<file path="src/rtl/isingm_pkg.sv">
// Shared constants, command codes and control structs for the Ising spin update block.
// No dependencies; isingm_nbr, isingm_update and the top module import this package.
package isingm_pkg;

	localparam int STORE_DEPTH = 4096;
	localparam int SITE_W      = 12;
	localparam int RND_W       = 32;
	localparam int CMD_W       = 2;
	localparam int CFG_N       = 4;
	localparam int CFG_IDX_W   = 2;
	localparam int DE_W        = 6;
	localparam int MAG_W       = 14;
	localparam int EN_W        = 15;
	localparam int EQ_W        = 4;
	localparam int NB_W        = 34;
	localparam int RECIP_SHIFT = 24;

	localparam logic [CMD_W-1:0] CMD_STEP  = 2'd0;
	localparam logic [CMD_W-1:0] CMD_WRITE = 2'd1;
	localparam logic [CMD_W-1:0] CMD_READ  = 2'd2;

	// sites held in the store: SIDE^DIMS, capped at the store depth
	function automatic int site_total(input int side, input int dims);
		int n;
		n = 1;
		for (int d = 0; d < dims; d++) begin
			n = n * side;
			if (n > STORE_DEPTH) begin
				n = STORE_DEPTH;
			end
		end
		return n;
	endfunction

	typedef struct packed {
		logic load;
		logic mul;
		logic div;
	} nbr_ctrl_t;

	typedef struct packed {
		logic [CMD_W-1:0] cmd;
		logic [RND_W-1:0] rnd;
		logic             wval;
		logic             me;
		logic             in_range;
	} upd_req_t;

endpackage

</file>
<file path="src/rtl/isingm_nbr.sv">
// Neighbour address unit: peels one lattice coordinate per dimension off the site
// index by reciprocal multiplication and forms the two wrap-around neighbours.
// Depends on isingm_pkg.
module isingm_nbr #(
	parameter int SIDE   = 64,
	parameter int NSITES = 4096
) (
	input  logic                         clk,
	input  isingm_pkg::nbr_ctrl_t        ctl,
	input  logic [isingm_pkg::SITE_W-1:0] site,
	output logic [isingm_pkg::NB_W-1:0]  up_idx,
	output logic [isingm_pkg::NB_W-1:0]  dn_idx,
	output logic                         up_oob,
	output logic                         dn_oob
);
	import isingm_pkg::*;

	localparam int RECIP_W = RECIP_SHIFT;
	localparam int PROD_W  = SITE_W + RECIP_W;
	localparam int CW      = $clog2(SIDE);
	localparam logic [RECIP_W-1:0] RECIP_V = RECIP_W'((2 ** RECIP_SHIFT + SIDE - 1) / SIDE);

	logic [SITE_W-1:0] site_q;
	logic [SITE_W-1:0] r_q;
	logic [PROD_W-1:0] prod_q;
	logic [NB_W-1:0]   stride_q;
	logic [NB_W-1:0]   span_q;
	logic [NB_W-1:0]   up_q;
	logic [NB_W-1:0]   dn_q;

	logic [SITE_W-1:0] q_est;
	logic [SITE_W-1:0] rem_est;
	logic [SITE_W-1:0] q_fix;
	logic [SITE_W-1:0] rem_fix;
	logic [CW-1:0]     coord;
	logic [NB_W-1:0]   site_x;
	logic [NB_W-1:0]   up_next;
	logic [NB_W-1:0]   dn_next;

	always_comb begin
		q_est   = prod_q[RECIP_SHIFT +: SITE_W];
		rem_est = r_q - SITE_W'(q_est * SIDE);
		// correct an estimate that came out one short
		if (rem_est >= SITE_W'(SIDE)) begin
			q_fix   = q_est + SITE_W'(1);
			rem_fix = rem_est - SITE_W'(SIDE);
		end else begin
			q_fix   = q_est;
			rem_fix = rem_est;
		end
		coord   = rem_fix[CW-1:0];
		site_x  = NB_W'(site_q);
		up_next = (coord == CW'(SIDE - 1)) ? site_x - span_q : site_x + stride_q;
		dn_next = (coord == '0) ? site_x + span_q : site_x - stride_q;
	end

	always_ff @(posedge clk) begin
		if (ctl.load) begin
			site_q   <= site;
			r_q      <= site;
			stride_q <= NB_W'(1);
			span_q   <= NB_W'(SIDE - 1);
		end else if (ctl.div) begin
			r_q      <= q_fix;
			stride_q <= NB_W'(stride_q * SIDE);
			span_q   <= NB_W'(span_q * SIDE);
		end
		if (ctl.mul) begin
			prod_q <= {{RECIP_W{1'b0}}, r_q} * {{SITE_W{1'b0}}, RECIP_V};
		end
		if (ctl.div) begin
			up_q <= up_next;
			dn_q <= dn_next;
		end
	end

	assign up_idx = up_q;
	assign dn_idx = dn_q;
	assign up_oob = up_q >= NB_W'(NSITES);
	assign dn_oob = dn_q >= NB_W'(NSITES);

endmodule

</file>
<file path="config.mk">
export PLATFORM = sky130hd
export DESIGN_NAME = isingm_nbr
export DESIGN_NICKNAME = d
export VERILOG_FILES = /design/src/rtl/isingm_pkg.sv /design/src/rtl/isingm_nbr.sv
export SDC_FILE = /design/constraint.sdc
export NUM_CORES = 1
export LEC_CHECK = 0
export ABC_AREA = 1
export BUFFER_PORTS_ARGS = -buffer_cell sky130_fd_sc_hd__buf_2
export CORE_ASPECT_RATIO = 0.6
export CORE_MARGIN = 4
export CORE_UTILIZATION = 65
export CTS_BUF_LIST = sky130_fd_sc_hd__clkbuf_2 sky130_fd_sc_hd__clkbuf_4 sky130_fd_sc_hd__clkbuf_8
export DETAILED_ROUTE_END_ITERATION = 12
export GPL_TIMING_DRIVEN = 1
export PLACE_DENSITY_LB_ADDON = 0.15
export SYNTH_ARGS = -nofsm -noshare
export SYNTH_HDL_FRONTEND = slang
export SYNTH_SLANG_ARGS = --single-unit
</file>
<file path="constraint.sdc">
create_clock -name clk -period 3.9 [get_ports clk]
set_input_delay 0.39 -clock clk [delete_from_list [all_inputs] [get_ports clk]]
set_output_delay 0.39 -clock clk [all_outputs]
set_load 0.005 [all_outputs]
</file>
==> After elaboration in Yosys (flattened, before gate mapping) <==
Cells that the tools add are included.
{ "op_classes": {"n_addsub": 7, "n_lt_le_gt_ge": 3, "eq_ne": 1, "n_mux": 6, "n_reduce_logical": 2} }
{ "ops": {"columns": ["operator", "n"], "rows": [
  ["34-bit by 13-bit >= comparator with 1-bit output, second input constant", 2],
  ["34-bit 2-to-1 mux", 2],
  ["12-bit by 34-bit adder with 34-bit output", 1],
  ["12-bit by 34-bit subtractor with 34-bit output", 1],
  ["12-bit by 31-bit adder with 32-bit output", 1],
  ["12-bit by 31-bit subtractor with 32-bit output", 1],
  ["12-bit 2-to-1 mux", 2],
  ["12-bit by 7-bit >= comparator with 1-bit output, second input constant", 1],
  ["12-bit subtractor", 1],
  ["6-bit by 1-bit adder with 7-bit output, second input constant", 1],
  ["7-bit 2-to-1 mux", 1],
  ["6-bit == test, second input constant", 1],
  ["6-bit logical NOT", 1],
  ["6-bit 2-to-1 mux", 1],
  ["6-bit by 1-bit subtractor with 6-bit output, second input constant", 1],
  ["2-bit nonzero test", 1]
]} }
{ "totals": {"reg_bits": 144, "input_bits": 16, "output_inout_bits": 70, "word_cells": 26} }

==> Longest topological paths before layout <==
{ "depth": {"depth_word": 5, "mapped_depth": 14, "depth_no_buf": 14} }

==> Least setup slack after synthesis <==
No wires, ideal clock.
{ "synth_timing": {"kind": "reg2reg", "start": "register span_q[5]", "end": "register up_q[18], in the netlist up_idx[18] (data pin)", "setup_ns": 0.253, "arrival_time_ns": 1.922, "t_required_ns": 3.647, "slack_ns": 1.725, "path_stages_with_launch": 14, "path_buffers": 0, "synth_period_minus_slack_ns": 2.175, "path_cell_list": "dfxtp_1 ha_1 inv_1 fa_1 nand3_1 nand2_1 nand3_1 nand2_1 nand2_2 nand2_2 nand2_1 nand2_1 nand2_1 nand2_1"} }
{ "synth_between": {"elab_chain_len": 2} }
{ "synth_rtl": {"columns": ["item", "line", "text"], "rows": [
  ["from (decl)", "isingm_nbr.sv:27", "logic [NB_W-1:0] span_q;"],
  ["from (signal assigned)", "isingm_nbr.sv:62", "span_q <= NB_W'(SIDE - 1);"],
  ["from (signal assigned)", "isingm_nbr.sv:66", "span_q <= NB_W'(span_q * SIDE);"],
  ["12-bit by 34-bit subtractor with 34-bit output", "isingm_nbr.sv:53", "up_next = (coord == CW'(SIDE - 1)) ? site_x - span_q : site_x + stride_q;"],
  ["34-bit 2-to-1 mux", "isingm_nbr.sv:53", null],
  ["net up_next[18]", "isingm_nbr.sv:37", "logic [NB_W-1:0] up_next;"],
  ["to (signal assigned)", "isingm_nbr.sv:72", "up_q <= up_next;"],
  ["to (decl)", "isingm_nbr.sv:28", "logic [NB_W-1:0] up_q;"]
]} }
The timed path passes the listed nets, and every way through them passes these cells.
A chain may end at the register's enable or synchronous reset.

==> Worst setup path after layout <==
{ "layout_timing": {"start": "register span_q[5]", "end": "register up_q[27], in the netlist up_idx[27] (data pin)"} }
{ "layout_between": {"elab_chain_len": 2} }
{ "layout_rtl": {"columns": ["item", "line"], "rows": [
  ["12-bit by 34-bit subtractor with 34-bit output", "isingm_nbr.sv:53"],
  ["34-bit 2-to-1 mux", "isingm_nbr.sv:53"]
]} }
No other way between the ends.

==> summary by stage <==
Detailed routing
The number of iterations in the first detailed-routing pass is 5. The number of DRC markers after the initial detailed-route iteration is 772. The routed design has 16.5 mm of wire. The via count normalized by instance count is 5.98. The antenna violation net count after detailed routing is 0.

The total number of vias is 5,642. Dividing the detail-routed wire length by the instance count gives 17.5 um. The number of remaining DRC errors is 0.

Worst setup path
The buffers plus inverters on the worst setup path is 2. Walking the worst path, the cells encountered are inv_1 > ha_1 > nand3_1 > nand2_2 > a21oi_4 > inv_1 > nand3_2 > a21oi_2 > nor2_1. The worst endpoint data arrival time is 2.77 ns. The internal reg-to-reg setup slack is 1.26 ns. STA classifies the critical path startpoint as a register. In this design, the critical path's most frequently occurring cell is sky130_fd_sc_hd__inv_1.

The kind of cell with the highest combined delay along the critical path is flip-flops. The category of the worst setup path capture point is a register. The critical path's slowest cell is sky130_fd_sc_hd__dfxtp_1. The worst setup path category is reg2reg. In this run the worst path has a maximum fanout of 9.

In this design, the stage delay of the slowest critical-path cell is 0.55 ns. The data required time of the worst path is 4.03 ns.

Synth
The number of nets in the synthesized netlist is 782. Of the post-synthesis cell area, the dominant cell type holds 0.459. The synthesized area divided by synthesized cell count is 8.67 um2. The share of synthesized cell area in full adder, half adder and majority cells is 0.0726. The number of flops mapped to enable cells by yosys is 97. The area fraction in compound gates after synthesis is 0.108. Counting distinct cell types in the post-synthesis netlist gives 47. The cell area after synthesis is 6340 um2. The top cell type by total area after synthesis is sky130_fd_sc_hd__edfxtp_1. Of the total synthesized cell area, the portion taken by AND, OR, NAND and NOR gates is 0.253.

During synthesis, Yosys emitted a total of 0 warnings. The count of state elements after synthesis is 103. Among all cell types in the netlist, the one instantiated most often is sky130_fd_sc_hd__nand2_1. After synthesis, the most frequently instantiated cells are 198 x sky130_fd_sc_hd__nand2_1, 97 x sky130_fd_sc_hd__edfxtp_1, 75 x sky130_fd_sc_hd__inv_1. After synthesis, the largest family of logic cells by area is simple AND/OR/NAND/NOR gates. Ranked by total cell area, the synthesized netlist is headed by sky130_fd_sc_hd__edfxtp_1 46%, sky130_fd_sc_hd__nand2_1 12%, sky130_fd_sc_hd__ha_1 6.3%.

Synthesis handed over a netlist of 731 instances. For this run, the leading register cell type out of synthesis is sky130_fd_sc_hd__edfxtp_1. The proportion of register bits with asynchronous set or reset after synthesis is 0.

The multiplexer area fraction after synthesis is 0. The share of the Yosys chip area taken by registers is 0.478. Of the total synthesized cell area, the portion taken by XOR and XNOR cells is 0.0180.

Pwr
VDD sags by at most 0.291 mV. The static leakage is 0.00329 uW. The ratio of total power to cell area is 396 nW/um2.

STA
At the pin with the least slew margin, the transition time is 0.651 ns. Setup repair after global routing left no endpoint under its margin. The remaining max-slew budget at the tightest pin is 0.565.

The max-slew violation total from the final report is 0. The final setup slack of the worst path is 1.26 ns. The setup TNS is 0 ns. For this run, the top clock speed supported by timing is 0.378 GHz. Of the available clock period, the critical path in the final layout requires 0.678. The smallest clock period supported by the final layout is computed as 2.64 ns.

The clock skew is 0.0101 ns. Setup violations remaining at the end of the flow were counted as 0. The number of hold-slack violations in the final timing report is 0.

Clocking
TritonCTS built the clock tree. The TritonCTS buffer count is 9. Post-CTS timing repair inserted 0 buffers for setup.

Once the clock tree was built, the resizer swapped 0 gates to a different size. The clock root buffer is sky130_fd_sc_hd__clkbuf_8. At the later pin of the worst-skew pair, clock insertion delay measures 0.38 ns.

The count of clock tree sinks is 103. Clock-pin slew was measured on the worst setup and hold paths at 0.10 ns. The buffer depth of the longest clock path is 2.

The H-tree was split into 3 levels. After clock tree synthesis, the flow added hold-fix buffers numbering 0.

Cells and area
The layout overhead on the synthesized area is 10.9%. Summing all non-filler instances in the final layout gives an area of 7030 um2. The antenna diode count is 0. The final layout contains 861 nets. The share of final-layout standard cells stronger than drive strength 1 is 0.181. The layout filler cell count is 715.

Global routing
The number of antenna violations at the first check in global routing is 0. For this run, the total global-route usage over all layers was measured as 0.295. The number of global-route vias before repair is 5,249. Entering global routing, the biggest net connects 53 pins. The first-pass GRT wire length is 26.5 mm. Global routing finished with a remaining overflow of 0.

Place
Summing all placed instances gives a cell area of 6820 um2. The half-perimeter wire length after detailed placement is 12.8 mm. At the placement stage, the worst setup path has a slack of 1.31 ns.

The count of buffers added on input and output ports is 85. Routability-driven placement finished with a final weighted congestion of 1.04.

Die
The die is 136 um wide. The initial cell density of the core is 0.680. The y dimension of the die is 84.5 um. The initialized floorplan defines 27 standard-cell rows. Pin placement for this block handled 86 I/O pins. The die covers 11,400 um2.

In this run the standard cell core region covers 9320 um2.

Min path
The tightest min-delay check is of the in2reg type.

Outcome
The run finished with clean final reports.

Job
The number of max-cap violations is 0.
-- cells in the final DEF (no fill, tap or decap), types with 3 or more instances in the layout --
| cell | n |
|---|---|
| sky130_fd_sc_hd__nand4_1 | 7 |
| sky130_fd_sc_hd__o22ai_1 | 4 |
| sky130_fd_sc_hd__fa_1 | 3 |
| sky130_fd_sc_hd__o21ai_2 | 4 |
| sky130_fd_sc_hd__edfxtp_1 | 97 |
| sky130_fd_sc_hd__inv_2 | 6 |
| sky130_fd_sc_hd__ha_1 | 32 |
| sky130_fd_sc_hd__xnor2_1 | 3 |
| sky130_fd_sc_hd__nor2_1 | 58 |
| sky130_fd_sc_hd__nand3b_1 | 5 |
| sky130_fd_sc_hd__o21ai_1 | 6 |
| sky130_fd_sc_hd__nand2_1 | 198 |
| sky130_fd_sc_hd__nor4_1 | 11 |
| sky130_fd_sc_hd__dfxtp_1 | 6 |
| sky130_fd_sc_hd__a21oi_1 | 38 |
| sky130_fd_sc_hd__buf_2 | 85 |
| sky130_fd_sc_hd__nand3_2 | 8 |
| sky130_fd_sc_hd__o21ai_0 | 38 |
| sky130_fd_sc_hd__nand2_2 | 6 |
| sky130_fd_sc_hd__xor2_1 | 10 |
| sky130_fd_sc_hd__nor3_1 | 5 |
| sky130_fd_sc_hd__inv_1 | 75 |
| sky130_fd_sc_hd__a21oi_2 | 8 |
| sky130_fd_sc_hd__nand3_1 | 54 |
| sky130_fd_sc_hd__o21bai_1 | 4 |
| sky130_fd_sc_hd__clkbuf_8 | 9 |
| sky130_fd_sc_hd__nor2_2 | 3 |
-- kinds of logic (layout without fill, tap and decap cells) --
logic type	Yosys count	count (layout)
flops	103	103
xor+xnor	13	13
compound gates	115	115
fa+ha+maj	35	35
buf+inv	103	186
simple gates	362	362
-- through the flow --
step,total power [uW],util,std cells,hold WS [ns]
floorplan,1840,-,731,0.426
global placement,2020,0.731,929,0.450
detailed placement,2060,0.731,929,0.439
CTS,2770,0.754,944,0.188
global route,2920,0.754,944,0.179
finish,2780,0.754,944,0.200
-- registers in the layout (all words and copies together), names as in the netlist --
name,cells
dn_idx,33
prod_q,6
r_q,12
site_q,12
span_q,6
up_idx,34
-- per-layer routing --
layer  up-vias  share of wire  global-route usage
met5         -              0                   0
met4         0          0.012              0.0622
met3        25           0.13              0.0629
met2       346           0.43               0.440
met1      2645           0.43               0.446
li1       2626              -                   -
-- path summary, 6_finish.rpt --
| kind | start | endpoint | cells after the start |
|---|---|---|---|
| max reg2reg | span_q[5] | up_idx[27] | 9 |
| min reg2reg | r_q[10] | prod_q[28] | 0 |
| max | span_q[5] | up_idx[27] | 9 |
| min | site[8] | site_q[8] | 1 |
-- where the power goes --
part           leakage [uW]  switching [uW]  internal (uW)
Sequential          0.00103            70.1           1320
Clock              0.000106             366            367
Combinational       0.00215             442            220
-- worst reg2reg max path: stages, from the launching register on --
cell and delay, ns:
sky130_fd_sc_hd__dfxtp_1 0.55, sky130_fd_sc_hd__inv_1 0.25, sky130_fd_sc_hd__ha_1 0.53, sky130_fd_sc_hd__nand3_1 0.17
sky130_fd_sc_hd__nand2_2 0.16, sky130_fd_sc_hd__a21oi_4 0.09, sky130_fd_sc_hd__inv_1 0.11, sky130_fd_sc_hd__nand3_2 0.10
sky130_fd_sc_hd__a21oi_2 0.35, sky130_fd_sc_hd__nor2_1 0.10
-- layout make-up --
cell class              count  area, um2  share of cell area
multi-input cells         525       2870               0.407
clock inverters             5       81.3              0.0116
flip-flops and latches    103       3030               0.431
well taps                 130        163              0.0231
inverters                  84        319              0.0454
clock buffers              10        131              0.0187
repair buffers             87        440              0.0626
(Power assumes the default switching activity.)
