--- src/rtl/isingm_pkg.sv ---
// Shared constants, command codes and control structs for the Ising spin update block.
// No dependencies; isingm_nbr, isingm_update and the top module import this package.
package isingm_pkg;

	localparam int STORE_DEPTH = 4096;
	localparam int SITE_W      = 12;
	localparam int RND_W       = 32;
	localparam int CMD_W       = 2;
	localparam int CFG_N       = 4;
	localparam int CFG_IDX_W   = 2;
	localparam int DE_W        = 6;
	localparam int MAG_W       = 14;
	localparam int EN_W        = 15;
	localparam int EQ_W        = 4;
	localparam int NB_W        = 34;
	localparam int RECIP_SHIFT = 24;

	localparam logic [CMD_W-1:0] CMD_STEP  = 2'd0;
	localparam logic [CMD_W-1:0] CMD_WRITE = 2'd1;
	localparam logic [CMD_W-1:0] CMD_READ  = 2'd2;

	// sites held in the store: SIDE^DIMS, capped at the store depth
	function automatic int site_total(input int side, input int dims);
		int n;
		n = 1;
		for (int d = 0; d < dims; d++) begin
			n = n * side;
			if (n > STORE_DEPTH) begin
				n = STORE_DEPTH;
			end
		end
		return n;
	endfunction

	typedef struct packed {
		logic load;
		logic mul;
		logic div;
	} nbr_ctrl_t;

	typedef struct packed {
		logic [CMD_W-1:0] cmd;
		logic [RND_W-1:0] rnd;
		logic             wval;
		logic             me;
		logic             in_range;
	} upd_req_t;

endpackage

--- src/rtl/isingm_update.sv ---
// Flip decision, acceptance thresholds, running magnetization and energy, result register.
// Depends on isingm_pkg.
module isingm_update #(
	parameter int DIMS   = 2,
	parameter int NSITES = 4096
) (
	input  logic                                clk,
	input  logic                                arst_n,
	input  logic                                cfg_write,
	input  logic [isingm_pkg::CFG_IDX_W-1:0]    cfg_index,
	input  logic [isingm_pkg::RND_W-1:0]        cfg_data,
	input  logic                                fire,
	input  isingm_pkg::upd_req_t                req,
	input  logic [isingm_pkg::EQ_W-1:0]         eq_cnt,
	output logic                                wr_en,
	output logic                                wr_spin,
	output logic                                done,
	output logic                                flipped,
	output logic signed [isingm_pkg::DE_W-1:0]  delta_energy,
	output logic                                spin_now,
	output logic signed [isingm_pkg::MAG_W-1:0] magnetization_sum,
	output logic signed [isingm_pkg::EN_W-1:0]  energy_sum
);
	import isingm_pkg::*;

	localparam logic [MAG_W-1:0] MAG_UP    = MAG_W'(2);
	localparam logic [MAG_W-1:0] MAG_DN    = MAG_W'(-2);
	localparam logic [MAG_W-1:0] MAG_RESET = MAG_W'(-NSITES);
	localparam logic [EN_W-1:0]  EN_RESET  = EN_W'(-DIMS * NSITES);

	logic [RND_W-1:0]     thr_q [CFG_N];
	logic [MAG_W-1:0]     mag_q;
	logic [EN_W-1:0]      en_q;
	logic                 done_q;
	logic                 flipped_q;
	logic [DE_W-1:0]      de_q;
	logic                 spin_q;

	logic [DE_W-1:0]      de;
	logic                 uphill;
	logic [CFG_IDX_W-1:0] slot;
	logic                 accept;
	logic                 newv;
	logic                 change;

	always_comb begin
		// dE = 4 * (equal neighbours) - 4 * DIMS, taken modulo the field width
		de     = {eq_cnt, 2'b00} - DE_W'(4 * DIMS);
		uphill = eq_cnt > EQ_W'(DIMS);
		slot   = CFG_IDX_W'(eq_cnt - EQ_W'(DIMS) - EQ_W'(1));
		accept = !uphill || (req.rnd < thr_q[slot]);
		unique case (req.cmd)
			CMD_STEP:  newv = req.me ^ accept;
			CMD_WRITE: newv = req.wval;
			default:   newv = req.me;
		endcase
		change = req.in_range && (newv != req.me);
	end

	assign wr_en   = fire && change;
	assign wr_spin = newv;

	always_ff @(posedge clk or negedge arst_n) begin
		if (!arst_n) begin
			for (int i = 0; i < CFG_N; i++) begin
				thr_q[i] <= '0;
			end
			mag_q  <= MAG_RESET;
			en_q   <= EN_RESET;
			done_q <= 1'b0;
		end else begin
			if (cfg_write) begin
				thr_q[cfg_index] <= cfg_data;
			end
			if (fire && change) begin
				mag_q <= mag_q + (newv ? MAG_UP : MAG_DN);
				en_q  <= en_q + EN_W'(signed'(de));
			end
			done_q <= fire;
		end
	end

	always_ff @(posedge clk) begin
		if (fire) begin
			flipped_q <= change;
			de_q      <= req.in_range ? de : '0;
			spin_q    <= req.in_range ? newv : 1'b0;
		end
	end

	assign done              = done_q;
	assign flipped           = flipped_q;
	assign delta_energy      = de_q;
	assign spin_now          = spin_q;
	assign magnetization_sum = mag_q;
	assign energy_sum        = en_q;

endmodule

--- config.mk ---
export PLATFORM = sky130hd
export DESIGN_NAME = isingm_update
export DESIGN_NICKNAME = d
export VERILOG_FILES = /design/src/rtl/isingm_pkg.sv /design/src/rtl/isingm_update.sv
export SDC_FILE = /design/constraint.sdc
export NUM_CORES = 1
export LEC_CHECK = 0
export BUFFER_PORTS_ARGS = -buffer_cell sky130_fd_sc_hd__clkbuf_2
export CORE_ASPECT_RATIO = 0.9
export CORE_UTILIZATION = 35
export CTS_CLUSTER_SIZE = 8
export DETAILED_ROUTE_END_ITERATION = 10
export PLACE_DENSITY = 0.61
export SYNTH_ARGS = -nofsm -noshare
export SYNTH_HDL_FRONTEND = slang
export SYNTH_SLANG_ARGS = --single-unit
export TNS_END_PERCENT = 100
--- constraint.sdc ---
create_clock -name clk -period 13.13 [get_ports clk]
set_input_delay 2.626 -clock clk [delete_from_list [all_inputs] [get_ports clk]]
set_output_delay 2.626 -clock clk [all_outputs]
set_load 0.03 [all_outputs]
Word level (Yosys, flattened, before mapping)
Cells that the tools add are included.

word-level totals
  output and inout port bits = 40
  input port bits = 79
  register bits = 166
  word-level logic and storage cells = 39

operators by class
  mux-type cells = 8
  add/subtract/negate cells = 5
  reductions and logical operators = 6
  equal/unequal tests = 2
  order comparisons = 5
  bitwise logic cells = 3

operators by type and width
  kind                   count
  $bwmux W128            1
  $mux W32               3
  $bmux W32 S2           1
  $demux W32 S2          1
  $lt A32 B32 Y1         1
  $add A15 B15 Y15       1
  $add A14 B14 Y14       1
  $mux W14               1
  $ge A3 B3 Y1 const B   2
  $not A2 Y3             2
  $sub A6 B4 Y6 const B  1
  $gt A4 B2 Y1 const B   1
  $logic_and A1 B1 Y1    3
  $lt A3 B1 Y1 const B   1
  $eq A2 B1 Y1 const B   1
  $logic_not A2 Y1       1
  $pmux W1 S2            1
  $sub A2 B1 Y2 const B  1
  $sub A2 B2 Y2 const B  1
  $logic_not A1 Y1       1
  $logic_or A1 B1 Y1     1
  $ne A1 B1 Y1           1
  $xor A1 B1 Y1          1

Logic depth before layout (Yosys ltp)
Gate-level depths: netlist of the first run.

  depth in word-level cells = 13
  gate-level depth with buffers = 26
  gate-level depth less buffers = 23

Least setup slack after synthesis of the first run
No wires, ideal clock.

  path type = input-to-output
  start = input port eq_cnt[0] (netlist bit)
  end = output port wr_spin
  buffers on the path = 3
  arrival time = 5946 ps
  required time = 10504 ps
  cell stages on the path = 15
  path slack = 4558 ps
  cell sequence = buf_2 inv_1 ha_1 buf_2 buf_1 mux4_2 inv_1 ha_1 a21oi_2 o21ai_1 a221o_1 nor4b_2 a31oi_1 mux2_4 nor2_1

between the ends
  word-level cells in the longest chain between the ends = 10
  elaborated cells on any way between the ends = 12
  classes of those cells = add/sub: 2; order compare: 2; mux: 4; bitwise: 2; reduce/logical: 2

ends and longest elaborated chain
  item                                          line                 RTL
  from (decl)                                   isingm_update.sv:14  input logic [isingm_pkg::EQ_W-1:0] eq_cnt,
  $sub A2 B2 Y2                                 isingm_update.sv:50  slot = CFG_IDX_W'(eq_cnt - EQ_W'(DIMS) - EQ_W'(1));
  $sub A2 B1 Y2                                 isingm_update.sv:50
  $not A2 Y3 (not written as such)              isingm_update.sv:51  accept = !uphill || (req.rnd < thr_q[slot]);
  $bmux W32 S2                                  isingm_update.sv:51
  $mux W32 (not written as such) (2 in series)  isingm_update.sv:51
  $lt A32 B32 Y1                                isingm_update.sv:51
  $logic_or A1 B1 Y1 (*)                        isingm_update.sv:51
  $xor A1 B1 Y1 (*)                             isingm_update.sv:53  CMD_STEP: newv = req.me ^ accept;
  $pmux W1 S2 (*)                               isingm_update.sv:52  unique case (req.cmd)
  to (decl)                                     isingm_update.sv:16  output logic wr_spin,

Mark *: on every way between the ends. The rest lies on a longest branch, timed or not. The select of a mux whose other input is x is not followed.

Worst setup path after layout of the first run
  start = input port eq_cnt[0] (netlist bit)
  end = output port wr_en

between the ends
  word-level cells in the longest chain between the ends = 13
  elaborated cells on any way between the ends = 15
  classes of those cells = add/sub: 2; order compare: 2; eq/ne: 1; mux: 4; bitwise: 2; reduce/logical: 4

ends and longest elaborated chain
  item                                          line                 RTL
  $sub A2 B2 Y2                                 isingm_update.sv:50
  $sub A2 B1 Y2                                 isingm_update.sv:50
  $not A2 Y3 (not written as such)              isingm_update.sv:51
  $bmux W32 S2                                  isingm_update.sv:51
  $mux W32 (not written as such) (2 in series)  isingm_update.sv:51
  $lt A32 B32 Y1                                isingm_update.sv:51
  $logic_or A1 B1 Y1 (*)                        isingm_update.sv:51
  $xor A1 B1 Y1 (*)                             isingm_update.sv:53
  $pmux W1 S2 (*)                               isingm_update.sv:52
  $ne A1 B1 Y1 (*)                              isingm_update.sv:57  change = req.in_range && (newv != req.me);
  $logic_and A1 B1 Y1 (*)                       isingm_update.sv:57
  $logic_and A1 B1 Y1 (*)                       isingm_update.sv:60  assign wr_en = fire && change;
  to (decl)                                     isingm_update.sv:15  output logic wr_en,

Marked as above.

==> results of run 1 <==
## routing by layer
layer | vias to the layer above | share of wire
met2 | 105 | 0.46
met4 | 2 | 0.013
met1 | 2743 | 0.49
met3 | 19 | 0.043
li1 | 2575 | -
met5 | - | 0.00060
## worst paths after layout
path | to | slack, ns | cells past startpoint
worst min register to register | energy_sum[14] | 0.49 | 1
worst max register to register | magnetization_sum[13] | 7.57 | 21
min in group asynchronous | thr_q[24] | 2.24 | 1
worst max-delay path | wr_en | 3.65 | 17
worst min-delay path | energy_sum[14] | 0.49 | 1
max in group asynchronous | thr_q[64] | 9.42 | 2
## per-stage QoR
| step | total power [mW] | setup slack, ns | instance area, sq um | util | cells |
|---|---|---|---|---|---|
| 4_1_cts | 1.93 | 3.53 | 10100 | 0.426 | 1070 |
| 2_1_floorplan | 1.23 | 4.56 | 8590 | - | 644 |
| 6_report | 1.90 | 3.65 | 10100 | 0.426 | 1071 |
| 3_3_place_gp | 1.39 | 3.64 | 9470 | 0.400 | 1038 |
| 5_1_grt | 2.04 | 3.21 | 10100 | 0.426 | 1070 |
| 3_5_place_dp | 1.40 | 3.53 | 9470 | 0.400 | 1038 |
## power breakdown
part	switching [mW]	internal, mW	total, mW
clock	0.225	0.293	0.518
sequential	0.0766	0.621	0.698
combinational	0.357	0.331	0.689
## registers in the layout, indices dropped and copies added, names as in the netlist
register and flops:
done 1, energy_sum 13, spin_now 1, delta_energy 4, magnetization_sum 13, flipped 1
thr_q 128
## worst reg2reg max path, stage by stage, from the launching register on
cell       delay [ns]
dfrtp_1          0.38
mux4_2           0.46
inv_1            0.07
ha_1             0.24
a21oi_2          0.14
o21ai_1          0.10
a221o_1          0.38
nor4b_2          0.25
a31oi_1          0.19
mux2_4           0.36
nor2_1           0.20
inv_1            0.27
fa_1             0.49
a21oi_1          0.18
o21bai_1         0.13
a2111oi_0        0.43
nor3_1           0.14
a41o_2           0.31
o41ai_1          0.30
o21ai_0          0.19
a21boi_2         0.16
xor2_1           0.15
## cells in the mapped netlist (all sizes together) (4+ instances only)
cell | number | area (sq um)
nand2 | 12 | 45.0
nor2 | 18 | 67.6
a21oi | 26 | 138
xnor2 | 20 | 175
dfrtp | 151 | 3780
dfstp | 4 | 105
o21bai | 5 | 37.5
inv | 40 | 150
nand3 | 8 | 40.0
clkbuf | 10 | 37.5
nor3 | 9 | 45.0
nor2b | 5 | 31.3
o21ai | 10 | 50.0
buf | 18 | 95.1
edfxtp | 6 | 180
ha | 56 | 701
a21o | 8 | 60.1
nand4 | 4 | 25.0
xor2 | 6 | 52.6
and4 | 4 | 35.0
mux4 | 31 | 698
mux2 | 150 | 1690
## final cells by class
cell class,instances,area [sq um]
multi-input cells,415,4260
well taps,302,378
clock buffers,19,443
diodes,1,2.50
repair buffers,120,624
inverters,40,150
fillers,2226,13600
clock inverters,13,161
flip-flops and latches,161,4060
## logic make-up after synthesis
group / after synthesis
fa+ha+maj: 58
xor+xnor: 26
flops: 161
buf+inv: 68
compound gates: 71
mux: 183
other cells: 1
simple gates: 72
==> summary.md, run 1 <==
| Metric | Value |
|---|---|
| Dpl hpwl | 12400 microns |
| Compound-Gate Fraction of Synth Area | 0.0546 |
| Max Cap Violations | 0 |
| Clock slew at reported path FFs | 0.07 ns |
| Fraction of layout instances using a drive strength above 1 | 0.451 |
| Vias per cell | 5.08 |
| Worst Setup End Kind | output pin |
| Final Hold Fails | 0 |
| CP startpoint | eq_cnt[0] |
| RSZ-0062 raised after global routing | false |
| Max rail drop VDD | 0.0822 mV |
| Critical Path Source Type | primary input |
| Routed len/inst | 17.1 microns |
| Worst-margin pin slew | 1.03 ns |
| Netlist Area Pre-Place | 8580 sq um |
| Post-synth top flop | dfrtp_1 |
| Routability cong. | 0.790 |
| Req. time, crit path | 10.50 ns |
| Initial antenna violation count | 2 |
| Most used cell, CP | buf_4 |
| Hold Path Class | register to register |
| Leak Pwr | 4.57 nW |
| FP Rows | 53 |
| IO Port Bufs | 113 |
| Status | finished clean |
| Vias in the first global route | 5552 |
| Root Driver | clkbuf_16 |
| CTS tree | done |
| # DRC | 0 |
| Gr busiest metal | met2 |
| TritonCTS buffer count | 17 |
| Simple-gate share of the synthesized area | 0.0441 |
| CP Class | primary input to output pin |
| Met2 usage | 0.247 |
| Clk buf depth | 2 |
| CP peak stage delay | 0.55 ns |
| Yosys warning total | 0 |
| CP Cell Sequence | clkbuf_2 -> buf_4 -> inv_1 -> ha_1 -> buf_4 -> mux4_2 -> inv_1 -> ha_1 -> a21oi_2 -> o21ai_1 -> a221o_1 -> nor4b_2 -> a31oi_1 -> nand2b_1 -> nor2b_2 -> buf_4 -> clkbuf_2 |
| Top cell family by delay on the critical path | buffers and inverters |
| Data arrival, critical path | 6.86 ns |
| Io pins | 119 |
| Post-Syn Area per Cell | 13.4 sq um |
| FF-to-FF Start | thr_q[121] |
| Mux cell area share after synthesis | 0.281 |
| Die area | 25100 sq um |
| Buffers and inverters on the worst path | 7 |
| Clock sink count | 161 |
| P&R area growth vs syn | 17.5% |
| Post-synth EDFFs | 6 |
| Hold path start | energy_sum[14] |
| First DRT Iteration DRCs | 280 |
| Slowest stage cell, crit path | buf_4 |
| Met1 usage | 0.216 |
| NumNets Final | 892 |
| Tcrit/Tclk final | 0.722 |
| Antenna-violating nets left | 0 |
| Setup Viol. Count Final | 0 |
| Setup TNS | 0 ns |
| Most frequent cells in the layout | dfrtp_1, mux2_2, clkbuf_2, ha_1, inv_1 |
| Met3 usage | 0.0379 |
| H-tree levels | 4 |
| CORE AREA | 23700 sq um |
| Most common cell after layout, fill and taps aside | dfrtp_1 |
| Total GRT Usage | 0.157 |
| Final Slew Violations | 0 |
| Cells after Synth | 640 |
| First-pass GRT wire length | 30200 microns |
| Initial Util | 0.362 |
| Post-CTS Resized | 0 |
| Critical path peak fanout | 35 |
| Area share of xor/xnor cells in the synthesized design | 0.0266 |
| Number of library cell types mapped by synthesis | 55 |
| Via count | 5444 |
| WL final | 18300 microns |
| Grt ovf | 0 |
| Synthesized flop and latch total | 161 |
| Hold_ws | 0.492 ns |
| Slew HR | 0.310 |
| Min cycle time layout | 9.48 ns |
| Async SR Flop Fraction | 0.963 |
| Clock Latency Late Sink | 0.43 ns |
| DIE WIDTH | 167 microns |
| Cts hold-fix bufs | 0 |
| # Post-CTS Setup Buffers | 0 |
| Die Ht | 151 microns |
| Largest family of logic cells by synthesized area | multiplexers |
| Synth Area in Adders | 0.0864 |
| F_max | 0.105 GHz |
| Clock Skew | 0.0121 ns |
| Drt pass-1 iters | 4 |
| Maximum number of pins on one net before global-route repair | 80 |
| Pwr per Cell Area | 189 nW/um^2 |
| Post-synthesis sequential area ratio | 0.474 |
No activity file was read; power rests on OpenSTA's default activity.
==> run 2, diff against run 1 <==
Clock period 13.13 ns to 8.73 ns, I/O delays scaled along.
==> run 2 against run 1 <==
Against the previous run: clock power grew 45%; first-iteration DRC count down 3.6%; worst setup slack worse by 2.2 ns; cell count barely moved; sequential power up 50%; combinational power rose by 51%; clock-buffer cell count decreased by 1; die area is the same; critical path depth is 6 higher; sequential cell count is the same; largest cell class unchanged; largest power group unchanged.
==> summary.md, run 2 (synthesis results as in run 1) <==
| Metric | Value |
|---|---|
| Status | finished clean |
| DIE WIDTH | 167 microns (unchanged) |
| Largest Register | thr_q |
| Worst Setup End Kind | register |
| Post-route insts no fill | 1072 (+0.093%) |
| Hold Path Class | register to register |
| H-tree levels | 4 (unchanged) |
| FP Rows | 53 (unchanged) |
| Die area | 25100 sq um (unchanged) |
| Cts hold-fix bufs | 0 (unchanged) |
| Initial Util | 0.362 (unchanged) |
| Min cycle time layout | 7.24 ns |
| Setup TNS | 0 ns (unchanged) |
| Max Cap Violations | 0 (unchanged) |
| Data arrival, critical path | 7.60 ns (+0.74 ns) |
| # DRC | 0 (unchanged) |
| Post-CTS Resized | 0 (unchanged) |
| F_max | 0.138 GHz |
| Dpl hpwl | 12600 microns (+1.6%) |
| Most common cell after layout, fill and taps aside | dfrtp_1 |
| Routability cong. | 0.765 (-3.2%) |
| Total GRT Usage | 0.154 (-0.00260) |
| Fraction of layout instances using a drive strength above 1 | 0.452 (+0.00143) |
| Vias in the first global route | 5463 (-1.6%) |
| Worst-margin pin slew | 1.07 ns (+0.0415 ns) |
| Pwr per Cell Area | 282 nW/um^2 (+49%) |
| Max rail drop VDD | 0.141 mV (+72%) |
| Vias per cell | 5.02 (-1.3%) |
| Clock sink count | 161 (unchanged) |
| Antenna-violating nets left | 0 (unchanged) |
| Largest register FFs | 128 (unchanged) |
| Clock slew at reported path FFs | 0.07 ns (about the same) |
| Critical Path Source Type | primary input |
| # Post-CTS Setup Buffers | 0 (unchanged) |
| Root Driver | clkbuf_16 |
| Drt pass-1 iters | 4 (unchanged) |
| Most frequent cells in the layout | dfrtp_1, mux2_2, clkbuf_2, ha_1, inv_1 |
| RSZ-0062 raised after global routing | false |
| Critical path peak fanout | 34 (-2.9%) |
| Final Slew Violations | 0 (unchanged) |
| Die Ht | 151 microns (unchanged) |
| Final-layout fill cell count | 2174 (-2.3%) |
| Maximum number of pins on one net before global-route repair | 80 (unchanged) |
| Placed cell count | 1040 (+0.19%) |
| First-pass GRT wire length | 29600 microns (-2.2%) |
| Final Hold Fails | 0 (unchanged) |
| Slew HR | 0.283 (-0.0277) |
| CP Class | primary input to register |
| NumNets Final | 894 (+0.22%) |
| Via count | 5380 (-1.2%) |
| Setup Viol. Count Final | 0 (unchanged) |
| Tcrit/Tclk final | 0.829 |
| IO Port Bufs | 113 (unchanged) |
| TritonCTS buffer count | 17 (unchanged) |
| First DRT Iteration DRCs | 270 (-3.6%) |
| Grt ovf | 0 (unchanged) |
| Io pins | 119 (unchanged) |
| Req. time, crit path | 9.09 ns (-1.41 ns) |
| Clock Skew | 0.0152 ns (+0.00313 ns) |
| Initial antenna violation count | 0 (-2) |
| Routed len/inst | 17.0 microns (about the same) |
| WL final | 18300 microns (unchanged) |
| Clk buf depth | 2 (unchanged) |
| N_diodes | 0 (-1) |
| Leak Pwr | 4.58 nW (+0.11%) |
| P&R area growth vs syn | 17.6% (about the same) |
| Clock Latency Late Sink | 0.43 ns (about the same) |
| CORE AREA | 23700 sq um (unchanged) |
| CTS tree | done |
-- run 2: changes by cell type in the layout (fill, tap and decap cells not counted), sizes merged --
cell,delta
clkbuf,-1
buf,+2
bufinv,-1
diode,-1
inv,-2
clkinvlp,-1
clkinv,+5
-- run 2: critical path, cell delays in order --
cell       delay, ns
clkbuf_2        0.11
buf_4           0.57
mux4_2          0.58
inv_1           0.07
ha_1            0.24
a21oi_2         0.13
o21ai_1         0.10
a221o_1         0.39
nor4b_2         0.29
a31oi_1         0.20
mux2_4          0.35
nor2_1          0.18
inv_1           0.25
fa_1            0.47
a21oi_1         0.16
o21bai_1        0.11
a2111oi_0       0.40
nor3_1          0.13
a41o_2          0.29
o41ai_1         0.31
o21ai_0         0.18
a21boi_2        0.16
xor2_1          0.15
-- run 2: per-layer routing --
layer	routed length [microns]	vias to the layer above	GRT usage
li1	-	2591	-
met2	8430	99	0.247
met3	717	19	0.0358
met1	8930	2671	0.212
met4	189	0	0.0384
met5	0	-	0
-- run 2: metrics by stage --
stage          utilization  setup slack (ns)  power (mW)  cell area (sq um)  hold WS, ns
2_1_floorplan            -              1.06        1.85               8590        0.474
3_3_place_gp         0.401              1.14        2.09               9490        0.480
3_5_place_dp         0.401              1.00        2.11               9490        0.485
4_1_cts              0.426              1.45        2.87              10100        0.494
5_1_grt              0.426              1.15        3.04              10100        0.513
6_report             0.426              1.49        2.84              10100        0.490
-- run 2: path summary, 6_finish.rpt --
check | start | endpoint | slack [ns] | depth (start not counted)
worst max-delay path | eq_cnt[0] | magnetization_sum[13] | 1.49 | 23
worst min-delay path | energy_sum[14] | energy_sum[14] | 0.49 | 1
worst max register to register | thr_q[121] | magnetization_sum[13] | 3.26 | 21
worst min register to register | energy_sum[14] | energy_sum[14] | 0.49 | 1
max in group asynchronous | arst_n | thr_q[90] | 5.85 | 2
min in group asynchronous | arst_n | thr_q[116] | 1.38 | 1
-- run 2: area by class of cell --
type	count	area, sq um	share of cell area
clock buffers	18	429	0.0426
inverters	40	150	0.0149
repair buffers	122	639	0.0634
flip-flops and latches	161	4060	0.403
clock inverters	14	168	0.0166
multi-input cells	415	4260	0.422
well taps	302	378	0.0375
-- run 2: where the power goes --
part / leakage [nW] / switching [mW] / internal [mW]
combinational: 2.40 / 0.541 / 0.500
clock: 0.292 / 0.341 / 0.409
sequential: 1.89 / 0.114 / 0.934
